$ cat src/sv/uth_fifo.sv
`timescale 1ns / 1ps

module uth_fifo #(
  parameter int unsigned Width = 1
) (
  input  logic             clk_i,
  input  logic             rst_ni,
  input  logic             push_i,
  input  logic [Width-1:0] data_i,
  output logic             full_o,
  input  logic             pop_i,
  output logic [Width-1:0] data_o,
  output logic             empty_o
);

  logic [1:0][Width-1:0] slot_q;
  logic                  wr_q, wr_d;
  logic                  rd_q, rd_d;
  logic [1:0]            cnt_q, cnt_d;
  logic                  do_push, do_pop;

  assign full_o  = (cnt_q == 2'd2);
  assign empty_o = (cnt_q == 2'd0);
  assign data_o  = slot_q[rd_q];
  assign do_push = push_i && !full_o;
  assign do_pop  = pop_i && !empty_o;

  always_comb begin
    wr_d  = do_push ? ~wr_q : wr_q;
    rd_d  = do_pop ? ~rd_q : rd_q;
    cnt_d = cnt_q;
    if (do_push && !do_pop) begin
      cnt_d = cnt_q + 2'd1;
    end else if (do_pop && !do_push) begin
      cnt_d = cnt_q - 2'd1;
    end
  end

  always_ff @(posedge clk_i or negedge rst_ni) begin
    if (!rst_ni) begin
      wr_q  <= 1'b0;
      rd_q  <= 1'b0;
      cnt_q <= 2'd0;
    end else begin
      wr_q  <= wr_d;
      rd_q  <= rd_d;
      cnt_q <= cnt_d;
    end
  end

  always_ff @(posedge clk_i) begin
    if (do_push) begin
      slot_q[wr_q] <= data_i;
    end
  end

endmodule

$ cat config.mk
export PLATFORM = sky130hd
export DESIGN_NAME = uth_fifo
export DESIGN_NICKNAME = d
export VERILOG_FILES = /design/src/sv/uth_fifo.sv
export SDC_FILE = /design/constraint.sdc
export NUM_CORES = 1
export LEC_CHECK = 0
export ABC_AREA = 0
export BUFFER_PORTS_ARGS = -buffer_cell sky130_fd_sc_hd__buf_2
export CORE_AREA = 2 2 39 41
export DETAILED_ROUTE_END_ITERATION = 7
export DIE_AREA = 0 0 41 43
export SYNTH_ARGS = -nofsm -noshare
export SYNTH_HDL_FRONTEND = slang
export SYNTH_SLANG_ARGS = --single-unit
$ cat constraint.sdc
create_clock -name clk_i -period 3.3 [get_ports clk_i]
set_input_delay 0.33 -clock clk_i [delete_from_list [all_inputs] [get_ports clk_i]]
set_output_delay 0.33 -clock clk_i [all_outputs]
set_load 0.01 [all_outputs]
==> results.md, run 1 <==
* Clock power frac at 0.216
* Int Pwr at 0.224 mW
* Sw Ratio at 0.335
* Worst hold slack at 0.278 ns
* Core area at between 0.001 and 0.0015 mm^2
* RSZ-0062 raised after global routing: false
* Status: completed
* Slew @ Worst Pin at about 0.21 ns
* Antenna violations before repair at 0
* Syn nets at 28
* Max Slew Vio Count at 0
* Vias in the first global route at 159
* Terminus of the critical flop-to-flop path: cnt_q[1]
* Global-route usage over all layers at 0.0706
* Hold Path Sink: slot_q[0]
* Critical Path End Type: flip-flop
* Total setup buffers inserted after CTS at 0
* CTS Buf Count at 3
* Leak pwr at 0.174 nW
* Synth warn at 0
* Root Driver: clkbuf_4
* Reg2reg path depth at 6
* Final non-filler cell area at 359 um^2
* Most used routing layer: met4
* Final setup viols at 0
* Total chip power at 0.337 mW
* Sink Count at 6
* Crit path from: cnt_q[0]
* Min-delay worst type: in -> reg
* Overall die width at 41 um
* H-tree levels at 1
* CP arrival at 1.64 ns
* Post-Syn Area at 268 um^2
* Gr ovfl total at 0
* Combinational share of power at 0.368
* Hold path startpoint: data_i
* F_max at 678 MHz
* Clock tree buffer depth at 2
* Register Area at 160 um^2
* Die Height at 43 um
* Synth area leaders: dfrtp_1 (37%), edfxtp_1 (22%), xnor2_1 (9.8%)
* Reg2reg start: cnt_q[0]
* Seq pwr share at 0.416
* CP top delay family: simple AND/OR/NAND/NOR gates
* Routability Congestion at ~0.68
* Largest net degree at the start of global routing at 6
* Die ar. at 0.00176 mm^2
* N_diodes at 0
* Met1 Usage GRT at 0.0717
* Pwr per Cell Area at 939 mW/mm^2
* PortBufs at 7
* Average wire per standard cell at 8.50 um
* Final worst-path cycle share at 0.447
* Critical-path top delay cell: dfrtp_1
* CP Class: reg -> reg
* Number of fill cells in the layout at around 160
* Synth cell types at 12
* # DRC at 0
* FF-to-FF setup slack at 1.83 ns
* Avg Inst Size Synth at 12.2 um^2
* Multi-input logic area at between 100 and 150 um^2
* Finished Layout Cells at 50
* First-pass GRT wire length at 662 um
* Clock transition at path regs at 0.05 ns
* Vias per cell at 3.66
* Fin. Hold Viols at 0
* Post-route ant nets at 0
* Yosys reg bits at 6
* Final WL at 425 um
* Peak VDD IR at 0.222 mV
* Placed insts at 45
* Initial Utilization at 0.193
* Critical Path RT at approximately 3.5 ns
* Hold buffer count at cts at 1
* TritonCTS clock tree: yes
* Cell count of the worst hold path at 1
* Pre-antenna DRT Iters at 1
* Clock latency on the worst-skew pair at 0.24 ns
* Row Count at 14
* Final core occ at 0.259
* Layout cells sized above 1 at 0.324
* Met2 Usage GRT at 0.0656
* Relative slew slack at 0.859
* Top cell type by total area after synthesis: dfrtp_1
* Minimum clock period at 1.47 ns
* Post-route worst setup slack at 1.83 ns
* Global-route track usage on met3 at 0.0628
* Max-capacitance violation count at 0
* Switching power of the nets at 0.113 mW
* Commonest non-fill, non-tap cells in the layout: buf_2 (7), dfrtp_1 (4), nor2_1 (3), xnor2_1 (3), clkbuf_4 (3)
* Nets at 41
* IO Count at 8
* Yosys top cell area share at 0.374
* CP max stage delay at about 0.42 ns
* Setup tns final at 0 ns
* Critical-path cell list: nand2b_1, nand2_1, inv_1, ha_1, nor2_1, xor2_1
* Worst Path Buf+Inv at 1
* Post-placement cell area at 323 um^2
* Commonest non-fill, non-tap cell in the layout: buf_2
* Cts repair resizes at 0
* Largest driver fanout on the critical path at 5
* Post-synthesis cell count at 22
* Sequential area share after synthesis at 0.598
* DRT iter0 DRCs at 0
* Startpoint Class: flip-flop
* Dpl ws at 1.83 ns
* Syn-to-layout area delta at 34.1%
* Clock skew at 0.00482 ns
* Routed vias at 183
## power by group through the flow
stage | combinational, mW | sequential, mW | clock [mW]
6_report | 0.124 | 0.140 | 0.0729
2_1_floorplan | 0.0946 | 0.136 | 0
3_5_place_dp | 0.124 | 0.141 | 0
3_3_place_gp | 0.123 | 0.140 | 0
4_1_cts | 0.126 | 0.140 | 0.0771
5_1_grt | 0.139 | 0.144 | 0.0837
## sequential cells by signal, indices dropped and copies added (netlist names)
register,cells
rd_q,1
wr_q,1
slot_q,2
cnt_q,2
## cell families (layout without fill, tap and decap cells)
logic type / Yosys count / after routing / share of synthesized area
DFF: 6 / 6 / 0.598
and+or+nand+nor: 6 / 6 / 0.103
xor gates and xnor gates: 5 / 5 / 0.164
buffers and inverters: 2 / 14 / 0.0280
adders and majority gates: 1 / 1 / 0.0467
AOI/OAI and AO/OA: 1 / 1 / 0.0187
muxes: 1 / 1 / 0.0421
## layer usage
metal / up-vias / wire [um]
li1: 93 / -
met1: 85 / 173
met2: 3 / 220
met3: 2 / 23
met4: 0 / 8
met5: - / 0
## area by class of cell
| type | instances | share of cell area |
|---|---|---|
| clock buffer | 4 | 0.0732 |
| inverter | 2 | 0.0209 |
| multi-input combinational | 14 | 0.279 |
| sequential | 6 | 0.446 |
| tap | 16 | 0.0557 |
| timing repair buffer | 8 | 0.125 |
## worst reg2reg max path: stages, from the launching register on
cell	delay (ns)
dfrtp_1	0.42
nand2b_1	0.20
nand2_1	0.13
inv_1	0.05
ha_1	0.32
nor2_1	0.13
xor2_1	0.14
## worst max-delay path by stage
| stage | slack (ns) | cells past startpoint | endpoint |
|---|---|---|---|
| after floorplan | 1.92 | 6 | cnt_q[1] |
| after global placement | 1.83 | 6 | cnt_q[1] |
| after detailed placement | 1.83 | 6 | cnt_q[1] |
| after CTS | 1.81 | 6 | cnt_q[1] |
| after global routing | 1.69 | 6 | cnt_q[1] |
| final | 1.83 | 6 | cnt_q[1] |
## cells in the mapped netlist
| cell | number |
|---|---|
| and3_1 | 1 |
| dfrtp_1 | 4 |
| edfxtp_1 | 2 |
| ha_1 | 1 |
| inv_1 | 2 |
| mux2_2 | 1 |
| nand2_1 | 1 |
| nand2b_1 | 1 |
| nor2_1 | 3 |
| o21ai_1 | 1 |
| xnor2_1 | 3 |
| xor2_1 | 2 |
(Power assumes the default switching activity.)
==> run 2: changes to the inputs <==
==> constraint.sdc (replaced) <==
create_clock -name clk_i -period 1.4 [get_ports clk_i]
set_input_delay 0.14 -clock clk_i [delete_from_list [all_inputs] [get_ports clk_i]]
set_output_delay 0.14 -clock clk_i [all_outputs]
set_load 0.01 [all_outputs]
==> run 2 against run 1 <==
Net effect:
- combinational power increased to 3.5 times the previous value
- setup slack lost 1.8 ns
- clock skew up 0.0023 ns
- critical endpoint unchanged
- clock power grew 140%
- maximum frequency rose by 10%
- clock-buffer cell count is the same
- critical path depth grew 1
==> results.md, run 2 (synthesized netlist as in run 1, its figures left out) <==
* Pre-antenna DRT Iters at 3 (+2)
* FF-to-FF setup slack at 0.07 ns (-1.76 ns)
* Vias in the first global route at 186 (+17%)
* DRT iter0 DRCs at 4 (+4)
* Final non-filler cell area at 415 um^2 (+16%)
* Core area at 0.00138 mm^2 (unchanged)
* Hold path startpoint: data_i
* Setup tns final at 0 ns (unchanged)
* Slew @ Worst Pin at 0.221 ns (+0.0102 ns)
* TritonCTS clock tree: yes
* Leak pwr at 0.196 nW (+13%)
* Commonest non-fill, non-tap cell in the layout: buf_2
* Fin. Hold Viols at 0 (unchanged)
* Largest net degree at the start of global routing at 5 (-1)
* Peak VDD IR at 0.624 mV (+180%)
* Minimum clock period at 1.33 ns (-0.140 ns)
* Die Height at 43 um (unchanged)
* Max Slew Vio Count at 0 (unchanged)
* Clock skew at 0.00712 ns (+0.00230 ns)
* Reg2reg path depth at 7 (+1)
* CTS Buf Count at 3 (unchanged)
* Layout cells sized above 1 at 0.514 (+0.190)
* Status: completed
* Critical Path End Type: flip-flop
* # DRC at 0 (unchanged)
* Largest driver fanout on the critical path at 4 (-1)
* Clock transition at path regs at 0.05 ns (about the same)
* F_max at 749 MHz (+10%)
* Hpwl dp at 349 um
* Antenna violations before repair at 0 (unchanged)
* Clock latency on the worst-skew pair at 0.25 ns (about the same)
* Critical-path top delay cell: dfrtp_1
* Post-route ant nets at 0 (unchanged)
* Final worst-path cycle share at 0.953 (+0.506)
* Initial Utilization at 0.193 (unchanged)
* Routed vias at 206 (+13%)
* CP max stage delay at 0.41 ns (about the same)
* Critical Path RT at 1.56 ns (-1.90 ns)
* Min-delay worst type: in -> reg
* Relative slew slack at 0.853 (-0.00586)
* Biggest regs: cnt_q (2), slot_q (2)
* Die ar. at 0.00176 mm^2 (unchanged)
* Clock tree buffer depth at 2 (unchanged)
* Global-route usage over all layers at 0.0766 (+0.00605)
* Overall die width at 41 um (unchanged)
* Hold Path Sink: slot_q[0]
* Gr ovfl total at 0 (unchanged)
* Average wire per standard cell at 8.87 um (+4.3%)
* Startpoint Class: flip-flop
* Worst hold slack at 0.0811 ns (-0.197 ns)
* Routability Congestion at 0.722 (+6.2%)
* Reg2reg start: cnt_q[0]
* Max-capacitance violation count at 0 (unchanged)
* Final WL at 470 um (+11%)
* PortBufs at 7 (unchanged)
* Vias per cell at 3.89 (+6.2%)
* H-tree levels at 1 (unchanged)
* Sink Count at 6 (unchanged)
* Terminus of the critical flop-to-flop path: cnt_q[1]
* Syn-to-layout area delta at 55.1%
* First-pass GRT wire length at 752 um (+14%)
* N_diodes at 0 (unchanged)
* Final setup viols at 0 (unchanged)
* Pwr per Cell Area at 2270 mW/mm^2 (+140%)
* CP arrival at 1.50 ns (-0.14 ns)
* Cell count of the worst hold path at 1 (unchanged)
* IO Count at 8 (unchanged)
* Critical-path cell list: nand2b_4, nand2_1, inv_1, ha_4, xor2_2, nor2_2, xor2_1
* Post-placement cell area at 345 um^2 (+7.0%)
* Final core occ at 0.300 (+0.0407)
* Root Driver: clkbuf_4
* Nets at 44 (+7.3%)
* CP Class: reg -> reg
* Row Count at 14 (unchanged)
* Commonest non-fill, non-tap cells in the layout: buf_2 (7), dfrtp_1 (4), xnor2_1 (3), clkbuf_4 (3), buf_4 (3)
[run 2: changes by cell type in the layout (fill, tap and decap cells not counted), sizes merged]
cell	change
buf	+3
[run 2: worst max path at each step]
stage          cells after the start  slack, ns       end     start
4_1_cts                            6      0.001  cnt_q[1]  cnt_q[0]
3_5_place_dp                       6       0.02  cnt_q[1]  cnt_q[0]
6_report                           7       0.07  cnt_q[1]  cnt_q[0]
3_3_place_gp                       6       0.03  cnt_q[1]  cnt_q[0]
2_1_floorplan                      6       0.02  cnt_q[1]  cnt_q[0]
5_1_grt                            7     -0.002  cnt_q[1]  cnt_q[0]
[run 2: worst max-delay path: cells and delay by family, from the launching register on]
| kind | cells | cell delay [ns] |
|---|---|---|
| buffers and inverters | 1 | 0.07 |
| and+or+nand+nor | 3 | 0.33 |
| DFF | 1 | 0.41 |
| xor gates and xnor gates | 2 | 0.29 |
| adders and majority gates | 1 | 0.16 |
[run 2: what timing repair did]
| item | 4_1_cts | 5_1_grt |
|---|---|---|
| hold buffers | 1 | 0 |
| setup buffers | 0 | 0 |
| endpoints found under the hold margin | 4 | 0 |
| endpoints found under the setup margin | 0 | 1 |
| gates resized for setup | 0 | 5 |
[run 2: area by class of cell]
type                       instances  area (um^2)
clock buffer                       4         26.3
fill                             147          968
inverter                           2         7.51
multi-input combinational         14          134
sequential                         6          160
tap                               16         20.0
timing repair buffer              11         67.6
[run 2: stage by stage]
step	std cells	total power [mW]	worst slack, ns
2_1_floorplan	22	0.543	0.0212
3_3_place_gp	48	0.674	0.0308
3_5_place_dp	48	0.682	0.0152
4_1_cts	53	0.871	0.00107
5_1_grt	53	1.03	-0.00233
6_report	53	0.944	0.0655
[run 2: power by group]
| part | internal, mW | switching, mW |
|---|---|---|
| registers | 0.263 | 0.0739 |
| logic | 0.252 | 0.180 |
| clock network | 0.108 | 0.0671 |
[run 2: routing by layer]
metal / wire length [um] / track usage
met4: 8 / 0.100
met5: 0 / 0
met3: 26 / 0.0628
met1: 194 / 0.0847
met2: 240 / 0.0719
