===== src/sv/uth_pkg.sv =====
`timescale 1ns / 1ps

package uth_pkg;

  localparam int unsigned FUNC_W = 2;
  localparam int unsigned DATA_W = 8;
  localparam int unsigned TICK_W = 16;
  localparam int unsigned HELD_W = 13;
  localparam int unsigned BITS_W = 4;

  localparam logic [TICK_W-1:0] BIT_TICKS_RESET = 16'd200;
  localparam logic [BITS_W-1:0] FRAME_BITS = 4'd10;

  typedef enum logic [FUNC_W-1:0] {
    OP_WRITE   = 2'd0,
    OP_SUSPEND = 2'd1,
    OP_RESUME  = 2'd2,
    OP_TICK    = 2'd3
  } op_e;

  typedef struct packed {
    op_e               op;
    logic [DATA_W-1:0] data;
    logic              last;
  } item_t;

  typedef struct packed {
    logic              pin;
    logic              accepted;
    logic              busy;
    logic [HELD_W-1:0] held;
  } res_t;

endpackage


===== src/sv/uth_fifo.sv =====
`timescale 1ns / 1ps

module uth_fifo #(
  parameter int unsigned Width = 1
) (
  input  logic             clk_i,
  input  logic             rst_ni,
  input  logic             push_i,
  input  logic [Width-1:0] data_i,
  output logic             full_o,
  input  logic             pop_i,
  output logic [Width-1:0] data_o,
  output logic             empty_o
);

  logic [1:0][Width-1:0] slot_q;
  logic                  wr_q, wr_d;
  logic                  rd_q, rd_d;
  logic [1:0]            cnt_q, cnt_d;
  logic                  do_push, do_pop;

  assign full_o  = (cnt_q == 2'd2);
  assign empty_o = (cnt_q == 2'd0);
  assign data_o  = slot_q[rd_q];
  assign do_push = push_i && !full_o;
  assign do_pop  = pop_i && !empty_o;

  always_comb begin
    wr_d  = do_push ? ~wr_q : wr_q;
    rd_d  = do_pop ? ~rd_q : rd_q;
    cnt_d = cnt_q;
    if (do_push && !do_pop) begin
      cnt_d = cnt_q + 2'd1;
    end else if (do_pop && !do_push) begin
      cnt_d = cnt_q - 2'd1;
    end
  end

  always_ff @(posedge clk_i or negedge rst_ni) begin
    if (!rst_ni) begin
      wr_q  <= 1'b0;
      rd_q  <= 1'b0;
      cnt_q <= 2'd0;
    end else begin
      wr_q  <= wr_d;
      rd_q  <= rd_d;
      cnt_q <= cnt_d;
    end
  end

  always_ff @(posedge clk_i) begin
    if (do_push) begin
      slot_q[wr_q] <= data_i;
    end
  end

endmodule


===== src/sv/uth_front.sv =====
`timescale 1ns / 1ps

module uth_front (
  input  logic                           clk_i,
  input  logic                           rst_ni,
  input  logic                           push_i,
  output logic                           full_o,
  input  logic [uth_pkg::FUNC_W-1:0]     func_i,
  input  logic [uth_pkg::DATA_W-1:0]     data_i,
  input  logic                           last_of_write_i,
  input  logic                           take_i,
  output logic                           avail_o,
  output uth_pkg::item_t                 item_o
);

  import uth_pkg::*;

  item_t item_in;
  logic  q_empty;

  always_comb begin
    item_in.op   = op_e'(func_i);
    item_in.data = data_i;
    item_in.last = last_of_write_i;
  end

  uth_fifo #(
    .Width($bits(item_t))
  ) u_item_q (
    .clk_i  (clk_i),
    .rst_ni (rst_ni),
    .push_i (push_i),
    .data_i (item_in),
    .full_o (full_o),
    .pop_i  (take_i),
    .data_o (item_o),
    .empty_o(q_empty)
  );

  assign avail_o = !q_empty;

endmodule


===== config.mk =====
export PLATFORM = sky130hd
export DESIGN_NAME = uth_front
export DESIGN_NICKNAME = d
export VERILOG_FILES = /design/src/sv/uth_pkg.sv /design/src/sv/uth_fifo.sv /design/src/sv/uth_front.sv
export SDC_FILE = /design/constraint.sdc
export NUM_CORES = 1
export LEC_CHECK = 0
export BUFFER_PORTS_ARGS = -buffer_cell sky130_fd_sc_hd__clkbuf_2
export CAP_MARGIN = 0
export CORE_UTILIZATION = 50
export DETAILED_ROUTE_END_ITERATION = 12
export MAX_ROUTING_LAYER = met4
export PLACE_DENSITY_LB_ADDON = 0.05
export SLEW_MARGIN = 15
export SYNTH_ARGS = -nofsm -noshare
export SYNTH_HDL_FRONTEND = slang
export SYNTH_SLANG_ARGS = --single-unit

===== constraint.sdc =====
create_clock -name clk_i -period 1.7 [get_ports clk_i]
set_input_delay 0.255 -clock clk_i [delete_from_list [all_inputs] [get_ports clk_i]]
set_output_delay 0.255 -clock clk_i [all_outputs]
set_load 0.02 [all_outputs]

==> results of run 1 <==
==> what timing repair did <==
action | in CTS | in global routing
setup buffers | 0 | 0
hold endpoints to repair | 4 | 0
hold buffers | 1 | 0
resized for setup | 0 | 0
==> critical path, cell delays in order (launching register included) <==
cell and delay [ns]:
sky130_fd_sc_hd__dfrtp_1 0.40, sky130_fd_sc_hd__buf_4 0.18, sky130_fd_sc_hd__mux2_4 0.30, sky130_fd_sc_hd__clkbuf_2 0.15
==> registers in the layout (all words and copies together), names as in the netlist <==
name,flops
u_item_q.rd_q,1
u_item_q.slot_q,22
u_item_q.wr_q,1
u_item_q.cnt_q,2
==> cells in the final DEF, fill, tap and decap left out, types with 2 or more instances in the layout <==
cell type	Yosys	layout
sky130_fd_sc_hd__mux2_2	2	2
sky130_fd_sc_hd__buf_4	0	4
sky130_fd_sc_hd__edfxtp_1	22	22
sky130_fd_sc_hd__inv_1	2	2
sky130_fd_sc_hd__clkbuf_4	0	3
sky130_fd_sc_hd__xor2_1	2	2
sky130_fd_sc_hd__nor2_1	2	2
sky130_fd_sc_hd__dfrtp_1	4	4
sky130_fd_sc_hd__clkbuf_2	0	27
sky130_fd_sc_hd__xnor2_1	3	3
sky130_fd_sc_hd__mux2_4	9	9
==> path summary, 6_finish.rpt <==
check,endpoint,slack [ns],depth (start not counted)
min,u_item_q.slot_q[19]$_DFFE_PP_,0.13,1
max,item_o[4],0.12,3
max in group asynchronous,u_item_q.cnt_q[1]$_DFFE_PN0P_,1.29,2
min reg2reg,u_item_q.wr_q$_DFFE_PN0P_,0.51,1
min in group asynchronous,u_item_q.rd_q$_DFFE_PN0P_,0.28,2
max reg2reg,u_item_q.cnt_q[1]$_DFFE_PN0P_,0.23,6
==> cells by family after synthesis <==
kind of cell | after synthesis | synth area share [%]
xor+xnor | 5 | 4.21
fa+ha+maj | 1 | 1.20
buf+inv | 3 | 1.81
flops | 26 | 73.2
mux | 11 | 15.2
simple gates | 7 | 4.45
==> where the power goes <==
group / internal, mW / leakage, nW / switching [mW] / total [mW]
Sequential: 0.885 / 0.251 / 0.0713 / 0.956
Combinational: 0.472 / 0.290 / 0.499 / 0.971
Clock: 0.130 / 0.0210 / 0.162 / 0.293
==> final cells by class <==
type,count,area (sq um)
well taps,27,33.8
clock buffers,4,36.3
multi-input cells,24,260
fillers,166,668
inverters,2,7.51
flip-flops and latches,26,761
repair buffers,33,195
==> stage by stage <==
stage | area, sq um | hold slack (ns) | utilization (%)
2_1_floorplan | 1040 | -0.0406 | -
3_3_place_gp | 1250 | 0.0725 | 63.6
3_5_place_dp | 1250 | 0.0721 | 63.6
4_1_cts | 1290 | 0.121 | 65.9
5_1_grt | 1290 | 0.114 | 65.9
6_report | 1290 | 0.127 | 65.9
==> per-layer routing <==
layer / vias to the layer above / global-route usage (%) / part of all wire, %
met4: 0 / 5.00 / 0
met2: 17 / 25.2 / 54
li1: 264 / - / -
met5: - / - / 0
met3: 0 / 2.26 / 5.2
met1: 248 / 13.8 / 41
==> impl_metrics.json, run 1 <==
{
  "status": "finished clean",
  "final.min_clock_period_ns": 1.58,
  "power_density_mw_per_mm2": 1720,
  "skew_ns": 0.00648,
  "final_max_slew_viol_count": 0,
  "finalSetupViolations": 0,
  "netlist.top_cell.by_area": "sky130_fd_sc_hd__edfxtp_1",
  "proportion_of_synthesized_chip_area_in_sequential_cells_pct": 73.2,
  "net_count_of_the_mapped_netlist": 69,
  "htree_depth": 1,
  "cp.required_ns": 1.44,
  "flops_latches_synth": 26,
  "yosys_warnings": 0,
  "dr_total_vias": 529,
  "wl_microns": 1390,
  "fmax_mhz": 631,
  "drt-initial-drc-count": 0,
  "antenna-diode-count": 0,
  "synth_top_cells_by_count": "sky130_fd_sc_hd__edfxtp_1 (22), sky130_fd_sc_hd__mux2_4 (9), sky130_fd_sc_hd__dfrtp_1 (4), sky130_fd_sc_hd__xnor2_1 (3)",
  "floorplan.initialDensity_pct": 53.0,
  "critPathKind": "flip-flop to output port",
  "hp-start": "data_i[7]",
  "gr-total-overflow": 0,
  "floorplan.core_area_sq_mm": 0.00196,
  "finalSetupTns_ns": 0,
  "worst_ep_arrival_time_ns": 1.33,
  "clockRootBuffer": "sky130_fd_sc_hd__clkbuf_4",
  "post_synth_instance_area_sq_mm": 0.00104,
  "viasPerCell": 4.56,
  "worstSetupStartpoint": "u_item_q.rd_q$_DFFE_PN0P_",
  "maximum_number_of_pins_on_one_net_before_global_route_repair": 15,
  "drv.max_cap_violation_count": 0,
  "yosys.cell_count.top_type": "sky130_fd_sc_hd__edfxtp_1",
  "grt_pass1_vias": 505,
  "synth_to_layout_area_growth_pct": 24.4,
  "reg2reg_from": "u_item_q.cnt_q[0]$_DFFE_PN0P_",
  "post-route-period-util_pct": 93.2,
  "power.static_leakage_nw": 0.562,
  "worst_path_clk_slew_ns": 0.13,
  "number_of_clock_buffers_inserted_by_tritoncts": 3,
  "synth.avg_cell_area_sq_um": 19.6,
  "port_buffers": 27,
  "grt_first_pass_wirelength_microns": 1940,
  "irDropWorstVdd_mv": 1.08,
  "cts.path.max_buffers": 2,
  "grt_setup_unrepaired": "false",
  "rows": 16,
  "synth.area.top_cells": "sky130_fd_sc_hd__edfxtp_1 (64%), sky130_fd_sc_hd__mux2_4 (13%), sky130_fd_sc_hd__dfrtp_1 (9.6%)",
  "detail-route-antenna-nets": 0,
  "crit_fanout": 7,
  "clock_sinks": 26,
  "worstSetupEndpointType": "output port",
  "postSynthCellCount": 53,
  "chipWidth_microns": 47.6,
  "max_slew.worst_pin.slew_ns": 0.310,
  "avgRoutedWirePerCell_microns": 11.9,
  "post-place-ws_ns": 0.251,
  "detail_route.first_pass.iterations": 1,
  "clock_tree_from_tritoncts": "done",
  "synthFlopType": "sky130_fd_sc_hd__edfxtp_1",
  "finalNetCount": 106,
  "slew_headroom_pct": 79.4,
  "power_mw": 2.22,
  "layout.cells.non_filler": 116,
  "grt_antenna_before_repair": 0,
  "io_pins": 28,
  "finalWeightedCongestion": 0.664,
  "synth.top_cell.area_share_pct": 63.5,
  "place_inst": 111,
  "hold_path.class": "input pin to flip-flop",
  "post-dp-hpwl_microns": 1060,
  "chipHeight_microns": 47.6,
  "timing.final.hold_violations": 0,
  "die-area_sq_mm": 0.00227,
  "post_route_cells_drive_above_1_share_pct": 56.2,
  "ys_async_sr_fraction_pct": 15.4,
  "timing.critical_path.from_type": "flip-flop",
  "final_critical_path_setup_slack_ns": 0.116,
  "gr-usage-all-layers_pct": 13.4,
  "number_of_flops_mapped_to_enable_cells_by_yosys": 22,
  "clk-insertion-delay-late_ns": 0.30,
  "synth_cell_type_count": 15,
  "drc_errors": 0
}
Note: power is estimated with default switching activity, not from simulation.
==> run 2: changes to the inputs <==
--- a/config.mk
+++ b/config.mk
@@ -7,10 +7,12 @@
 export LEC_CHECK = 0
 export BUFFER_PORTS_ARGS = -buffer_cell sky130_fd_sc_hd__clkbuf_2
 export CAP_MARGIN = 0
+export CORE_MARGIN = 3
 export CORE_UTILIZATION = 50
 export DETAILED_ROUTE_END_ITERATION = 12
 export MAX_ROUTING_LAYER = met4
 export PLACE_DENSITY_LB_ADDON = 0.05
+export SETUP_SLACK_MARGIN = 0.1
 export SLEW_MARGIN = 15
 export SYNTH_ARGS = -nofsm -noshare
 export SYNTH_HDL_FRONTEND = slang
==> constraint.sdc (replaced) <==
create_clock -name clk_i -period 1.7 [get_ports clk_i]
set_input_delay 0.17 -clock clk_i [delete_from_list [all_inputs] [get_ports clk_i]]
set_output_delay 0.17 -clock clk_i [all_outputs]
set_load 0.02 [all_outputs]
==> impl_metrics.json, run 2 (same netlist as run 1, synthesis figures left out) <==
{
  "cts-resized-gates": 0,
  "power_density_mw_per_mm2": 1700,
  "gr-total-overflow": 0,
  "drv.max_cap_violation_count": 0,
  "met1_usage_pct": 16.6,
  "internal_power_mw": 1.44,
  "avgRoutedWirePerCell_microns": 12.6,
  "antenna-diode-count": 0,
  "final_critical_path_setup_slack_ns": 0.179,
  "grtUsageMet3_pct": 2.58,
  "post_route_cells_drive_above_1_share_pct": 55.6,
  "layout.cells.non_filler": 115,
  "post-route-cell-area_sq_mm": 0.00128,
  "htree_depth": 1,
  "final.min_clock_period_ns": 1.52,
  "cp.required_ns": 1.53,
  "cts.path.max_buffers": 2,
  "fmax_mhz": 657,
  "switchingPower_uw": 732,
  "worst_ep_arrival_time_ns": 1.35,
  "critPathMaxStageDelay_ns": 0.37,
  "crit_slowest_cell": "sky130_fd_sc_hd__dfrtp_1",
  "fillerInstances": 139,
  "layout_common_cells": "sky130_fd_sc_hd__clkbuf_2 (27), sky130_fd_sc_hd__edfxtp_1 (22), sky130_fd_sc_hd__mux2_4 (9)",
  "power_mw": 2.17,
  "drt-initial-drc-count": 7,
  "hold_path.class": "input pin to flip-flop",
  "power_frac_comb_pct": 44.5,
  "synth_to_layout_area_growth_pct": 22.7,
  "groute.layer.met2.usage_pct": 20.3,
  "layout.cells.most_common": "sky130_fd_sc_hd__clkbuf_2",
  "viasPerCell": 4.70,
  "max_slew.worst_pin.slew_ns": 0.155,
  "final_max_slew_viol_count": 0,
  "reg2regPathDepth": 6,
  "top_flop_regs": "u_item_q.slot_q (22), u_item_q.cnt_q (2)",
  "post-dp-hpwl_microns": 1160,
  "grt_antenna_before_repair": 0,
  "grt_pass1_vias": 524,
  "place_inst": 110,
  "post-place-ws_ns": 0.254,
  "worst_path_clk_slew_ns": 0.13,
  "io_pins": 28,
  "grt_setup_unrepaired": "false",
  "standard_cell_area_after_detailed_placement_sq_mm": 0.00124,
  "crit_chain": "buf_4 > mux2_2 > clkbuf_2",
  "power.static_leakage_nw": 0.558,
  "critPathKind": "flip-flop to output port",
  "finalSetupViolations": 0,
  "timing.critical_path.from_type": "flip-flop",
  "detail_route.first_pass.iterations": 4,
  "floorplan.core_area_sq_mm": 0.00184,
  "irDropWorstVdd_mv": 1.24,
  "swShare_pct": 33.7,
  "layout.core_utilization_pct": 69.4,
  "post_cts_buffers": 0,
  "finalWeightedCongestion": 0.680,
  "largest_register": "u_item_q.slot_q",
  "finalNetCount": 107,
  "finalSetupTns_ns": 0,
  "fin_worst_hold_slack_ns": 0.0471,
  "clockRootBuffer": "sky130_fd_sc_hd__clkbuf_4",
  "power_frac_seq_pct": 44.0,
  "post-route-period-util_pct": 89.5,
  "top_usage_layer": "met2",
  "skew_ns": 0.00616,
  "die-area_sq_mm": 0.00266,
  "crit_fanout": 7,
  "status": "finished clean",
  "drc_errors": 0,
  "floorplan.initialDensity_pct": 56.5,
  "chipWidth_microns": 51.6,
  "grt_first_pass_wirelength_microns": 2370,
  "clock_tree_from_tritoncts": "done",
  "worstSetupEndpointType": "output port",
  "chipHeight_microns": 51.6,
  "power.share.clock_pct": 11.5,
  "dr_total_vias": 540,
  "number_of_clock_buffers_inserted_by_tritoncts": 3,
  "largest_reg_flops": 22,
  "gr-usage-all-layers_pct": 12.6,
  "detail-route-antenna-nets": 0,
  "rows": 15,
  "timing.final.hold_violations": 0,
  "slew_headroom_pct": 89.6,
  "hold_path_stages": 1,
  "port_buffers": 27,
  "wl_microns": 1450,
  "clock_sinks": 26,
  "maximum_number_of_pins_on_one_net_before_global_route_repair": 15,
  "clk-insertion-delay-late_ns": 0.30
}
==> run 2: power by group through the flow <==
stage          clock network, mW  logic (mW)  registers, mW
2_1_floorplan                  0       0.697          0.960
3_3_place_gp                   0       0.969          0.960
3_5_place_dp                   0       0.980          0.969
4_1_cts                    0.256       0.984          0.956
5_1_grt                    0.292        1.04          0.969
6_report                   0.250       0.965          0.954
==> run 2: critical path: cells and delay by family (launching register included) <==
family	cells	cell delay, ns
buf+inv	2	0.33
flops	1	0.37
mux	1	0.34
==> run 2: repair_timing <==
action,in CTS,in global routing
hold endpoints to repair,4,0
endpoints found under the setup margin,0,0
hold buffers,1,0
==> run 2: final timing paths <==
kind | startpoint | endpoint | slack (ns)
setup / recovery | u_item_q.rd_q$_DFFE_PN0P_ | item_o[7] | 0.18
hold / removal | data_i[3] | u_item_q.slot_q[15]$_DFFE_PP_ | 0.05
setup reg to reg | u_item_q.cnt_q[0]$_DFFE_PN0P_ | u_item_q.cnt_q[1]$_DFFE_PN0P_ | 0.25
hold reg to reg | u_item_q.cnt_q[1]$_DFFE_PN0P_ | u_item_q.cnt_q[1]$_DFFE_PN0P_ | 0.51
max in group asynchronous | rst_ni | u_item_q.cnt_q[1]$_DFFE_PN0P_ | 1.38
min in group asynchronous | rst_ni | u_item_q.rd_q$_DFFE_PN0P_ | 0.19
==> run 2: final cells by class <==
class | instances | area (sq um) | share of cell area [%]
tap | 25 | 31.3 | 2.45
timing repair buffer | 34 | 190 | 14.9
clock buffer | 4 | 26.3 | 2.06
multi-input combinational | 24 | 260 | 20.4
inverter | 2 | 7.51 | 0.588
sequential | 26 | 761 | 59.6
==> run 2: metal layers <==
layer / vias to the layer above / routed length [microns]
li1: 267 / -
met1: 261 / 592
met2: 12 / 801
met3: 0 / 59
met4: 0 / 0
met5: - / 0
==> run 3: changes to the inputs <==
--- a/config.mk
+++ b/config.mk
@@ -10,6 +10,7 @@
 export CORE_MARGIN = 3
 export CORE_UTILIZATION = 50
 export DETAILED_ROUTE_END_ITERATION = 12
+export GPL_TIMING_DRIVEN = 0
 export MAX_ROUTING_LAYER = met4
 export PLACE_DENSITY_LB_ADDON = 0.05
 export SETUP_SLACK_MARGIN = 0.1
==> impl_metrics.json, run 3 (same netlist as run 1, synthesis figures left out) <==
{
  "maximum_number_of_pins_on_one_net_before_global_route_repair": 15,
  "post-dp-hpwl_microns": 998,
  "skew_ns": 0.00203,
  "largest_register": "u_item_q.slot_q",
  "grt_pass1_vias": 567,
  "max_slew.worst_pin.slew_ns": 0.576,
  "seq_area_sq_um": 761,
  "worstSetupEndpointType": "output port",
  "power.static_leakage_nw": 0.549,
  "timing.critical_path.from_type": "flip-flop",
  "finalNetCount": 104,
  "detail-route-antenna-nets": 0,
  "final_critical_path_setup_slack_ns": 0.192,
  "top_flop_regs": "u_item_q.slot_q (22), u_item_q.cnt_q (2)",
  "detail_route.first_pass.iterations": 4,
  "layout.cells.most_common": "sky130_fd_sc_hd__clkbuf_2",
  "avgRoutedWirePerCell_microns": 13.1,
  "hold_path.class": "input pin to flip-flop",
  "number_of_clock_buffers_inserted_by_tritoncts": 3,
  "chipWidth_microns": 51.6,
  "finalWeightedCongestion": 0.675,
  "cts.path.max_buffers": 2,
  "finalSetupViolations": 0,
  "post_route_cells_drive_above_1_share_pct": 56.3,
  "dr_total_vias": 535,
  "grt_setup_unrepaired": "false",
  "crit_fanout": 10,
  "grt_first_pass_wirelength_microns": 2360,
  "status": "finished clean",
  "clk-insertion-delay-late_ns": 0.30,
  "clock_tree_from_tritoncts": "done",
  "post-place-ws_ns": -0.103,
  "layout_common_cells": "sky130_fd_sc_hd__clkbuf_2 (27), sky130_fd_sc_hd__edfxtp_1 (22), sky130_fd_sc_hd__mux2_4 (9)",
  "floorplan.initialDensity_pct": 56.5,
  "die-area_sq_mm": 0.00266,
  "clock_sinks": 26,
  "synth_to_layout_area_growth_pct": 21.9,
  "critPathKind": "flip-flop to output port",
  "viasPerCell": 4.78,
  "grt_antenna_before_repair": 0,
  "port_buffers": 27,
  "antenna-diode-count": 0,
  "rows": 15,
  "power_mw": 2.17,
  "fillerInstances": 142,
  "fmax_mhz": 663,
  "drc_errors": 0,
  "timing.final.hold_violations": 0,
  "worst_path_clk_slew_ns": 0.13,
  "wl_microns": 1460,
  "cp.required_ns": 1.53,
  "post-route-period-util_pct": 88.7,
  "worst_ep_arrival_time_ns": 1.34,
  "io_pins": 28,
  "htree_depth": 1,
  "chipHeight_microns": 51.6,
  "irDropWorstVdd_mv": 1.05,
  "gr-total-overflow": 0,
  "power_density_mw_per_mm2": 1710,
  "gr-usage-all-layers_pct": 12.6,
  "final_max_slew_viol_count": 0,
  "largest_reg_flops": 22,
  "clockRootBuffer": "sky130_fd_sc_hd__clkbuf_4",
  "slew_headroom_pct": 61.6,
  "drv.max_cap_violation_count": 0,
  "drt-initial-drc-count": 15,
  "floorplan.core_area_sq_mm": 0.00184,
  "multiInputGateArea_sq_um": 270,
  "final.min_clock_period_ns": 1.51
}
[run 3: worst paths after layout]
path                       cells past startpoint                          start                             to  slack [ns]
setup / recovery                               3      u_item_q.rd_q$_DFFE_PN0P_                      item_o[0]        0.19
max in group asynchronous                      2                         rst_ni      u_item_q.rd_q$_DFFE_PN0P_        1.39
hold reg to reg                                1      u_item_q.wr_q$_DFFE_PN0P_      u_item_q.wr_q$_DFFE_PN0P_        0.53
setup reg to reg                               3  u_item_q.cnt_q[0]$_DFFE_PN0P_  u_item_q.slot_q[10]$_DFFE_PP_        0.21
min in group asynchronous                      2                         rst_ni  u_item_q.cnt_q[1]$_DFFE_PN0P_        0.19
hold / removal                                 1                      data_i[1]   u_item_q.slot_q[2]$_DFFE_PP_        0.04
[run 3: repair_timing]
| action | 4_1_cts | 5_1_grt |
|---|---|---|
| gates resized for setup | 1 | 1 |
| pin swaps | 0 | 1 |
| buffers inserted | 0 | 2 |
| endpoints found under the hold margin | 4 | 0 |
| hold buffers | 1 | 0 |
| setup endpoints to repair | 11 | 21 |
[run 3: cell type report]
type                            count  share of cell area (%)
Inverter                            2                   0.592
Clock buffer                        4                    2.07
Multi-Input combinational cell     24                    21.3
Timing Repair Buffer               30                    12.6
Tap cell                           25                    2.47
Sequential cell                    26                    60.0
Buffer                              1                   0.888
[run 3: per-layer routing]
layer | global-route usage, % | part of all wire (%) | vias up
li1 | - | - | 262
met1 | 13.3 | 36 | 259
met2 | 23.3 | 59 | 12
met3 | 2.58 | 4.4 | 2
met4 | 3.93 | 0.41 | 0
met5 | - | 0 | -
[run 3: where the power goes]
part / internal [mW] / switching [mW]
Combinational: 0.459 / 0.493
Sequential: 0.887 / 0.0819
Clock: 0.0915 / 0.162
Total: 1.44 / 0.736
[run 3: worst max-delay path, cell delays in order, from the launching register on]
cell,delay (ns)
sky130_fd_sc_hd__dfrtp_1,0.38
sky130_fd_sc_hd__buf_6,0.18
sky130_fd_sc_hd__mux2_4,0.31
sky130_fd_sc_hd__clkbuf_2,0.16
[run 3: stage by stage]
stage | instance area, sq um | hold slack (ns) | std cells | utilization, % | setup TNS, ns
5_1_grt | 1270 | 0.0236 | 112 | 68.9 | 0
3_5_place_dp | 1210 | -0.0147 | 105 | 65.6 | -1.13
2_1_floorplan | 1040 | -0.126 | 53 | - | 0
4_1_cts | 1240 | 0.0377 | 110 | 67.7 | 0
6_report | 1270 | 0.0422 | 112 | 68.9 | 0
3_3_place_gp | 1210 | -0.0147 | 105 | 65.6 | -0.952
